`src/design/kpsd_pkg.sv`:
```
// Package with the item types, constants and key map of the keypad scan and debounce unit.
`timescale 1ns / 1ps

package kpsd_pkg;

  typedef struct packed {
    logic       kind;
    logic [3:0] cols_row4;
    logic [3:0] cols_row3;
    logic [3:0] cols_row2;
    logic [3:0] cols_row1;
  } in_item_t;

  typedef struct packed {
    logic       result_kind;
    logic [7:0] key_value;
  } out_item_t;

  typedef struct packed {
    logic       hit;
    logic [7:0] key;
  } lane_hit_t;

  localparam logic KIND_SCAN = 1'b0;
  localparam logic KIND_READ = 1'b1;

  localparam logic [7:0] NO_KEY     = 8'h00;
  localparam logic [7:0] HELD_KEY   = 8'hFF;
  localparam logic [7:0] NONE_READY = 8'hFF;

  localparam logic [3:0] THRESHOLD_RESET = 4'd3;
  localparam logic [3:0] COUNT_MAX       = 4'hF;

  localparam logic [3:0] COL_C4_LOW = 4'h7;
  localparam logic [3:0] COL_C3_LOW = 4'hB;
  localparam logic [3:0] COL_C2_LOW = 4'hD;
  localparam logic [3:0] COL_C1_LOW = 4'hE;

  function automatic logic [7:0] key_code(input logic [1:0] row, input logic [1:0] col);
    logic [7:0] code;
    begin
      case ({row, col})
        4'b00_00: code = "1";
        4'b00_01: code = "2";
        4'b00_10: code = "3";
        4'b00_11: code = "A";
        4'b01_00: code = "4";
        4'b01_01: code = "5";
        4'b01_10: code = "6";
        4'b01_11: code = "B";
        4'b10_00: code = "7";
        4'b10_01: code = "8";
        4'b10_10: code = "9";
        4'b10_11: code = "C";
        4'b11_00: code = "*";
        4'b11_01: code = "0";
        4'b11_10: code = "#";
        default:  code = "D";
      endcase
      return code;
    end
  endfunction

endpackage

```
`src/design/kpsd_row_lane.sv`:
```
// One row lane: finds the single low column of a row sample and gives its key code.
`timescale 1ns / 1ps

module kpsd_row_lane (
  input  logic [1:0]         row,
  input  logic [3:0]         cols,
  output kpsd_pkg::lane_hit_t result
);

  logic [1:0] col;

  always_comb begin
    case (cols)
      kpsd_pkg::COL_C4_LOW: col = 2'd3;
      kpsd_pkg::COL_C3_LOW: col = 2'd2;
      kpsd_pkg::COL_C2_LOW: col = 2'd1;
      default:              col = 2'd0;
    endcase
    result.hit = cols inside {kpsd_pkg::COL_C4_LOW, kpsd_pkg::COL_C3_LOW,
                              kpsd_pkg::COL_C2_LOW, kpsd_pkg::COL_C1_LOW};
    result.key = kpsd_pkg::key_code(row, col);
  end

endmodule

```
`src/design/kpsd_debounce.sv`:
```
// Merge of the row lanes by priority, debounce counter and one-character latch.
`timescale 1ns / 1ps

module kpsd_debounce (
  input  logic                clk,
  input  logic                rst,
  input  logic                accept,
  input  logic                kind,
  input  kpsd_pkg::lane_hit_t lanes [4],
  input  logic [3:0]          threshold,
  output logic [7:0]          value
);

  logic [7:0] previous_key;
  logic [3:0] repeat_count;
  logic       key_ready;
  logic [7:0] latched_key;

  logic [7:0] previous_key_next;
  logic [3:0] repeat_count_next;
  logic       key_ready_next;
  logic [7:0] latched_key_next;

  kpsd_pkg::lane_hit_t pick;
  logic [3:0]          count_step;

  always_comb begin
    if (lanes[3].hit) begin
      pick = lanes[3];
    end else if (lanes[2].hit) begin
      pick = lanes[2];
    end else if (lanes[1].hit) begin
      pick = lanes[1];
    end else begin
      pick = lanes[0];
    end

    previous_key_next = previous_key;
    repeat_count_next = repeat_count;
    key_ready_next    = key_ready;
    latched_key_next  = latched_key;

    if (repeat_count < kpsd_pkg::COUNT_MAX) begin
      count_step = repeat_count + 4'd1;
    end else begin
      count_step = repeat_count;
    end

    if (kind == kpsd_pkg::KIND_READ) begin
      if (key_ready) begin
        key_ready_next = 1'b0;
        value          = latched_key;
      end else begin
        value = kpsd_pkg::NONE_READY;
      end
    end else if (!pick.hit) begin
      previous_key_next = kpsd_pkg::NO_KEY;
      repeat_count_next = 4'd0;
      value             = kpsd_pkg::NO_KEY;
    end else if (pick.key == previous_key && repeat_count > threshold) begin
      value = kpsd_pkg::HELD_KEY;
    end else begin
      if (pick.key == previous_key) begin
        repeat_count_next = count_step;
      end else begin
        repeat_count_next = 4'd0;
      end
      previous_key_next = pick.key;
      if (repeat_count_next == threshold) begin
        key_ready_next   = 1'b1;
        latched_key_next = pick.key;
      end
      value = pick.key;
    end
  end

  always_ff @(posedge clk) begin
    if (rst) begin
      previous_key <= kpsd_pkg::NO_KEY;
      repeat_count <= 4'd0;
      key_ready    <= 1'b0;
      latched_key  <= 8'h00;
    end else if (accept) begin
      previous_key <= previous_key_next;
      repeat_count <= repeat_count_next;
      key_ready    <= key_ready_next;
      latched_key  <= latched_key_next;
    end
  end

endmodule

```
`src/design/kpsd_out_buf.sv`:
```
// Two-entry output buffer that keeps the input side open while a result waits.
`timescale 1ns / 1ps

module kpsd_out_buf (
  input  logic                clk,
  input  logic                rst,
  input  logic                push,
  input  kpsd_pkg::out_item_t push_item,
  output logic                space,
  output logic                out_valid,
  input  logic                out_ready,
  output kpsd_pkg::out_item_t out_item
);

  logic                skid_valid;
  kpsd_pkg::out_item_t skid_item;
  logic                pop;

  assign pop   = out_valid && out_ready;
  assign space = !skid_valid;

  always_ff @(posedge clk) begin
    if (rst) begin
      out_valid  <= 1'b0;
      skid_valid <= 1'b0;
    end else if (skid_valid) begin
      if (pop) begin
        skid_valid <= 1'b0;
      end
    end else if (push) begin
      if (out_valid && !pop) begin
        skid_valid <= 1'b1;
      end else begin
        out_valid <= 1'b1;
      end
    end else if (pop) begin
      out_valid <= 1'b0;
    end
  end

  always_ff @(posedge clk) begin
    if (skid_valid) begin
      if (pop) begin
        out_item <= skid_item;
      end
    end else if (push) begin
      if (out_valid && !pop) begin
        skid_item <= push_item;
      end else begin
        out_item <= push_item;
      end
    end
  end

endmodule

```
`src/design/keypad_scan_debounce_unit.sv`:
```
// Top level of the keypad scan and debounce unit.
`timescale 1ns / 1ps

// The unit takes one item per clock cycle while in_ready is high. Four row lanes decode the four
// column samples of a scan tick side by side, a priority merge picks the first match from row 4
// down to row 1, and the debounce counter and character latch update in the same cycle. The
// result is registered in the output buffer. A two-entry output buffer holds results while the
// consumer stalls, so in_ready drops only when two results are waiting.
module keypad_scan_debounce_unit (
  input  logic                clk,
  input  logic                rst,
  input  logic                cfg_we,
  input  logic [3:0]          cfg_wdata,
  input  logic                in_valid,
  output logic                in_ready,
  input  kpsd_pkg::in_item_t  in_item,
  output logic                out_valid,
  input  logic                out_ready,
  output kpsd_pkg::out_item_t out_item
);

  logic [3:0]          debounce_threshold;
  logic                accept;
  logic [3:0]          row_cols [4];
  kpsd_pkg::lane_hit_t lanes [4];
  logic [7:0]          value;
  kpsd_pkg::out_item_t result;

  assign accept = in_valid && in_ready;

  always_ff @(posedge clk) begin
    if (rst) begin
      debounce_threshold <= kpsd_pkg::THRESHOLD_RESET;
    end else if (cfg_we) begin
      debounce_threshold <= cfg_wdata;
    end
  end

  assign row_cols[0] = in_item.cols_row1;
  assign row_cols[1] = in_item.cols_row2;
  assign row_cols[2] = in_item.cols_row3;
  assign row_cols[3] = in_item.cols_row4;

  for (genvar r = 0; r < 4; r++) begin : g_lane
    kpsd_row_lane u_lane (
      .row    (2'(r)),
      .cols   (row_cols[r]),
      .result (lanes[r])
    );
  end

  kpsd_debounce u_debounce (
    .clk       (clk),
    .rst       (rst),
    .accept    (accept),
    .kind      (in_item.kind),
    .lanes     (lanes),
    .threshold (debounce_threshold),
    .value     (value)
  );

  assign result.result_kind = in_item.kind;
  assign result.key_value   = value;

  kpsd_out_buf u_out_buf (
    .clk       (clk),
    .rst       (rst),
    .push      (accept),
    .push_item (result),
    .space     (in_ready),
    .out_valid (out_valid),
    .out_ready (out_ready),
    .out_item  (out_item)
  );

endmodule

```
`config.mk`:
```
export PLATFORM = sky130hd
export DESIGN_NAME = keypad_scan_debounce_unit
export DESIGN_NICKNAME = d
export VERILOG_FILES = /design/src/design/kpsd_pkg.sv /design/src/design/kpsd_row_lane.sv /design/src/design/kpsd_debounce.sv /design/src/design/kpsd_out_buf.sv /design/src/design/keypad_scan_debounce_unit.sv
export SDC_FILE = /design/constraint.sdc
export NUM_CORES = 1
export LEC_CHECK = 0
export BUFFER_PORTS_ARGS = -buffer_cell sky130_fd_sc_hd__buf_2
export CAP_MARGIN = 10
export CORE_MARGIN = 1
export CORE_UTILIZATION = 45
export CTS_BUF_LIST = sky130_fd_sc_hd__clkbuf_2 sky130_fd_sc_hd__clkbuf_4 sky130_fd_sc_hd__clkbuf_8
export CTS_CLUSTER_DIAMETER = 60
export DETAILED_ROUTE_END_ITERATION = 8
export PLACE_DENSITY = 0.66
export SLEW_MARGIN = 20
export SYNTH_ARGS = -nofsm -noshare
export SYNTH_HDL_FRONTEND = slang
export SYNTH_HIERARCHICAL = 1
export SYNTH_SLANG_ARGS = --single-unit
```
`constraint.sdc`:
```
create_clock -name clk -period 3.3 [get_ports clk]
set_input_delay 0.165 -clock clk [delete_from_list [all_inputs] [get_ports clk]]
set_output_delay 0.165 -clock clk [all_outputs]
set_load 0.02 [all_outputs]
```
==> results of run 1 <==
[layer usage]
metal	routed length [microns]	up-vias	GRT usage, %
li1	-	1792	-
met1	4150	1690	24.6
met2	4500	58	34.8
met3	237	10	2.59
met4	171	0	6.00
met5	0	-	0
[cell usage after synthesis, drive strengths merged (5+ instances only)]
library cell	n	area (sq um)
o211ai	5	37.5
ha	29	363
nand2	21	81.3
o21ai	17	88.8
a22oi	12	90.1
buf	20	158
nand3	11	77.6
a41o	9	90.1
nor3	6	40.0
mux2	14	161
a21oi	28	140
conb	6	22.5
nand2b	6	37.5
nor2	49	184
a221o	5	50.1
mux2i	17	183
clkbuf	10	40.0
and2	12	77.6
o22a	10	87.6
inv	45	169
a31oi	5	37.5
dfxtp	27	541
xnor2	15	131
and3	5	31.3
nor2b	7	46.3
edfxtp	18	541
[through the flow]
stage	utilization (%)	area [sq um]	setup WS, ns	hold slack (ns)
final	52.6	4610	0.286	0.0704
after floorplan	-	4110	0.187	0.237
after CTS	52.5	4600	0.264	0.0642
after detailed placement	51.5	4510	-0.0649	0.392
after global routing	52.6	4610	0.0324	0.0787
after global placement	51.5	4510	0.0118	0.373
[where the power goes]
group	switching [mW]	total, mW	internal [mW]
registers	0.0187	0.633	0.614
logic	0.296	0.526	0.229
clock network	0.207	0.360	0.153
total	0.522	1.52	0.996
[path summary, 6_finish.rpt]
check	cells past startpoint	end	start	slack, ns
worst max-delay path	13	u_out_buf/out_item[3]	in_item[15]	0.29
worst min-delay path	2	u_out_buf/skid_valid	out_ready	0.07
worst max register to register	9	u_out_buf/out_item[3]	debounce_threshold[1]	0.72
worst min register to register	2	u_debounce/latched_key[3]	u_debounce/latched_key[3]	0.45
[registers in the layout, indices dropped and copies added (netlist names)]
register                 count
u_debounce/latched_key       8
debounce_threshold           4
u_debounce/key_ready         1
u_out_buf/skid_item          9
u_debounce/repeat_count      4
u_out_buf/out_item           9
u_out_buf/out_valid          1
u_debounce/previous_key      8
u_out_buf/skid_valid         1
[critical path, stage by stage]
cell and delay (ns):
buf_2 0.12, xnor2_1 0.21, nor2_1 0.11, ha_1 0.22, mux2_2 0.26, a22o_1 0.19
a221o_1 0.35, a221oi_1 0.31, buf_4 0.18, nor4_4 0.06, a41o_1 0.38, o22a_1 0.26
mux2_2 0.27
[final cells by class]
type,instances,area [sq um]
clock buffers,5,68.8
clock inverters,3,25.0
fillers,820,4150
inverters,45,169
multi-input cells,360,2680
flip-flops and latches,45,1080
well taps,108,135
repair buffers,68,458
[cell families (layout without fill, tap and decap cells)]
group,Yosys count,after routing,synth area share (%)
mux,31,31,8.42
other cells,6,12,0.551
flops,45,45,26.5
simple gates,141,141,19.0
compound gates,128,128,23.6
fa+ha+maj,29,29,8.88
xor+xnor,19,19,4.07
buf+inv,75,121,8.97
[timing repair]
item	CTS	global route
setup endpoints to repair	0	7
hold buffers	0	0
resized for setup	0	1
==> results.py, run 1 <==
metrics = {
    "floorplan": {
        "coreArea_sq_mm": 0.00876,
        "start_util_pct": 46.6,
        "fp.dieW_microns": 97.3,
        "num_rows": 34,
        "ioPinCount": 37,
        "die_area_sq_mm": 0.00947,
        "die_h_microns": 97.3,
    },
    "clocking": {
        "clk_pin_slew_ns": 0.09,
        "clockBufferDepth": 2,
        "cts_setup_buffers": 0,
        "cts_max_level": 2,
        "cts_tree": "done",
        "cts_root_buffer": "clkbuf_8",
        "numCtsBuffers": 5,
        "clk_latency_ns": 0.31,
        "cts_sinks": 45,
    },
    "placed_design": {
        "place_congestion": 0.907,
        "dp_hpwl_microns": 7030,
        "io_buffers": 36,
        "post-place-cells": 626,
    },
    "power": {
        "power-per-cell-area_mw_per_mm2": 329,
        "ir_drop_uv": 156,
        "total_leakage_power_nw": 1.97,
        "power.total_mw": 1.52,
    },
    "timing": {
        "maxSlewViolCount": 0,
        "setup-tns-final_ns": 0,
        "fmax_mhz": 332,
        "tightest_slew_ns": 0.869,
        "slew_headroom_pct": 42.1,
        "rsz0062_at_grt": "no",
        "period_share_pct": 91.3,
        "setup_violations": 0,
        "min_period_ns": 3.01,
        "hold_viol": 0,
        "clock_skew_ns": 0.00667,
    },
    "cells_and_area": {
        "areaGrowthSynthToFinish_pct": 12.9,
        "nNetsFinal": 580,
        "layout_commonest_cell": "nor2_1",
        "num_antenna_cells": 0,
        "final_cell_mix": "nor2_1, inv_1, buf_2",
        "fin_cells": 634,
        "layout-drive-gt1-share_pct": 21.5,
    },
    "routing": {
        "ant_nets": 0,
        "first_iter_violations": 148,
        "drc_errors": 0,
        "wl_per_cell_microns": 14.3,
        "firstDrtPassIters": 4,
        "drt-total-wl_microns": 9060,
        "dr_total_vias": 3550,
        "vias_per_cell": 5.60,
    },
    "yosys": {
        "yosys_register_bits": 45,
        "yosysSeqAreaShare_pct": 26.5,
        "ys_warn_count": 6,
        "syn_avg_cell_area_sq_um": 8.62,
        "yosysUniqueCellTypes": 77,
        "syn_area_sq_mm": 0.00409,
        "netlist_instances": 474,
        "synth_edf_count": 18,
        "async_flop_share_pct": 0,
        "ys.flop_type": "dfxtp_1",
    },
    "flow_run": {
        "maxCapViolCount": 0,
    },
    "worst_hold_path": {
        "holdCritPathClass": "in -> reg",
    },
    "critical_path": {
        "cp-end-kind": "flip-flop",
        "start_kind": "input port",
        "path_class": "in -> reg",
        "critPathArrivalTime_ns": 3.08,
        "cp_max_fo": 9,
        "critPathRequiredTime_ns": 3.37,
    },
    "global_routing": {
        "overflow": 0,
        "grt_pass1_wl_microns": 15400,
        "antenna_found_initial": 0,
        "grt_pass1_vias": 3311,
        "grtUsageTotal_pct": 19.6,
        "grt_max_degree": 31,
    },
    "outcome": {
        "status": "finished clean",
    },
}
No activity file was read; power rests on OpenSTA's default activity.
==> run 2: changes to the inputs <==
--- a/config.mk
+++ b/config.mk
@@ -5,6 +5,7 @@
 export SDC_FILE = /design/constraint.sdc
 export NUM_CORES = 1
 export LEC_CHECK = 0
+export ABC_AREA = 1
 export BUFFER_PORTS_ARGS = -buffer_cell sky130_fd_sc_hd__buf_2
 export CAP_MARGIN = 10
 export CORE_MARGIN = 1
==> run 2 against run 1 <==
  * Sequential share of layout area up 1.1 points
  * Final cell count up 22%
  * Global-route usage down 0.95 points
  * Via count up 2.3%
  * Routed wire length down 11%
  * Hold slack better by 0.0069 ns
  * Register-to-register slack better by 0.31 ns
  * Setup slack better by 0.34 ns
  * Critical endpoint is now u_debounce/latched_key[3]
  * Largest cell class unchanged
  * Largest power group unchanged
  * Highest routed layer unchanged
==> results.py, run 2 <==
metrics = {
    "yosys": {
        "synth_top_family_by_area": "simple AND/OR/NAND/NOR gates",
        "netlist_instances": 604,
        "yosys_register_bits": 45,
        "synth.top_cell.area_share_pct": 18.9,
        "async_flop_share_pct": 0,
        "yosysSeqAreaShare_pct": 27.3,
        "yosys.area.top_type": "nand2_1",
        "synth_xor_area_share_pct": 0.665,
        "syn_avg_cell_area_sq_um": 6.55,
        "synth_mux_area_share_pct": 0.285,
        "synth-compound-area-share_pct": 9.46,
        "ys.flop_type": "dfxtp_1",
        "yosys.area_share.simple_pct": 39.1,
        "yosysUniqueCellTypes": 40,
        "syn_area_sq_mm": 0.00395,
        "synthTopCellsByCount": "nand2_1, inv_1, nor2_1",
        "ys_warn_count": 6,
        "yosys-top-cells-area": "nand2_1, dfxtp_1, edfxtp_1",
        "yosys.area_share.adder_pct": 9.18,
        "yosysMostFrequentCell": "nand2_1",
        "synth_edf_count": 18,
    },
    "routing": {
        "wl_met2_microns": 3740,
        "firstDrtPassIters": 5,
        "highest_layer": "met4",
        "wl_met3_microns": 274,
        "vias_per_cell": 4.70,
        "first_iter_violations": 169,
        "met1_length_microns": 4010,
        "drc_errors": 0,
        "ant_nets": 0,
        "drt-total-wl_microns": 8080,
        "wl_per_cell_microns": 10.5,
        "dr_total_vias": 3630,
    },
    "timing": {
        "rsz0062_at_grt": "no",
        "maxSlewViolCount": 0,
        "tightest_slew_ns": 0.900,
        "setup-tns-final_ns": 0,
        "holdWs_ns": 0.0773,
        "hold_viol": 0,
        "slew_headroom_pct": 40.0,
        "setup_violations": 0,
        "clock_skew_ns": 0.00621,
        "min_period_ns": 2.68,
        "fmax_mhz": 374,
        "period_share_pct": 81.1,
    },
    "clocking": {
        "clk_latency_ns": 0.30,
        "clk_pin_slew_ns": 0.08,
        "cts_max_level": 2,
        "cts_tree": "done",
        "cts_root_buffer": "clkbuf_8",
        "postCtsHoldBufs": 0,
        "cts_sinks": 45,
        "cts_resized": 0,
        "numCtsBuffers": 5,
        "cts_setup_buffers": 0,
        "clockBufferDepth": 2,
    },
    "critical_path": {
        "cp_max_fo": 10,
        "path_class": "in -> reg",
        "reg2regPathDepth": 11,
        "slowest_stage": "ha_1",
        "crit_path_max_incr_delay_ns": 0.31,
        "start_kind": "input port",
        "cp-end-kind": "flip-flop",
        "cp_common_cell": "nand2_1",
        "critPathArrivalTime_ns": 2.91,
        "critPathRequiredTime_ns": 3.53,
    },
    "power": {
        "switching_share_pct": 33.2,
        "p_comb_share_pct": 29.1,
        "total_leakage_power_nw": 2.35,
        "power.total_mw": 1.48,
        "power-per-cell-area_mw_per_mm2": 337,
        "p_int_mw": 0.990,
        "p_seq_share_pct": 42.2,
        "ir_drop_uv": 186,
        "clkPwrFrac_pct": 28.7,
        "switchingPower_mw": 0.491,
    },
    "cells_and_area": {
        "reg_top3": "u_out_buf/out_item (9), u_out_buf/skid_item (9)",
        "fillCellCount": 845,
        "areaGrowthSynthToFinish_pct": 11.3,
        "num_antenna_cells": 0,
        "layout_commonest_cell": "nand2_1",
        "layout-drive-gt1-share_pct": 16.3,
        "final_cell_mix": "nand2_1, inv_1, conb_1",
        "nNetsFinal": 721,
        "fin_cells": 772,
    },
    "placed_design": {
        "dp_hpwl_microns": 6410,
        "post-place-cells": 764,
        "io_buffers": 36,
        "place_congestion": 0.814,
    },
    "global_routing": {
        "grtUsageTotal_pct": 18.7,
        "grt_max_degree": 18,
        "grt_pass1_vias": 3207,
        "grt_pass1_wl_microns": 13700,
        "overflow": 0,
        "antenna_found_initial": 0,
    },
    "floorplan": {
        "ioPinCount": 37,
        "num_rows": 33,
        "die_h_microns": 95.7,
        "fp.dieW_microns": 95.7,
        "die_area_sq_mm": 0.00917,
        "coreArea_sq_mm": 0.00834,
        "start_util_pct": 47.4,
    },
    "flow_run": {
        "maxCapViolCount": 0,
    },
    "worst_hold_path": {
        "holdCritPathClass": "in -> reg",
        "hold_depth": 3,
    },
    "outcome": {
        "status": "finished clean",
    },
}
## run 2: layout make-up
class	instances	area [sq um]	area share [%]
Clock buffer	6	76.3	1.73
Clock inverter	2	38.8	0.882
Sequential cell	45	1080	24.6
Inverter	102	385	8.76
Timing Repair Buffer	41	218	4.95
Tap cell	105	131	2.99
Multi-Input combinational cell	471	2470	56.1
## run 2: routing by layer
layer	global-route usage, %	vias up
li1	-	1974
met1	24.7	1588
met2	32.7	64
met3	2.37	4
met4	3.36	0
met5	0	-
## run 2: final timing paths
check | start | end | slack, ns
min reg2reg | u_debounce/key_ready | u_debounce/key_ready | 0.46
max | in_item[11] | u_debounce/latched_key[3] | 0.62
max reg2reg | u_out_buf/skid_valid | u_debounce/latched_key[3] | 1.03
min | cfg_wdata[1] | debounce_threshold[1] | 0.08
## run 2: power by group through the flow
stage | logic (mW) | clock network [mW] | registers (mW)
global placement | 0.415 | 0 | 0.637
detailed placement | 0.424 | 0 | 0.638
finish | 0.431 | 0.426 | 0.625
floorplan | 0.318 | 0 | 0.651
global route | 0.489 | 0.471 | 0.629
CTS | 0.426 | 0.439 | 0.625
## run 2: kinds of logic after synthesis
kind of cell / Yosys count
DFF: 45
muxes: 1
other: 6
AOI/OAI and AO/OA: 62
xor gates and xnor gates: 3
buffers and inverters: 122
adders and majority gates: 29
and+or+nand+nor: 336
## run 2: critical path: cells and delay by family
kind	cells	cell delay, ns
adders and majority gates	1	0.31
buffers and inverters	4	0.28
and+or+nand+nor	19	2.00
AOI/OAI and AO/OA	1	0.15
## run 2: metrics by stage
step | utilization [%] | instance area (sq um) | setup WS (ns)
floorplan | - | 4080 | 0.952
global placement | 51.4 | 4280 | 0.452
detailed placement | 51.4 | 4280 | 0.363
CTS | 52.7 | 4400 | 0.655
global route | 52.7 | 4400 | 0.317
finish | 52.7 | 4400 | 0.624
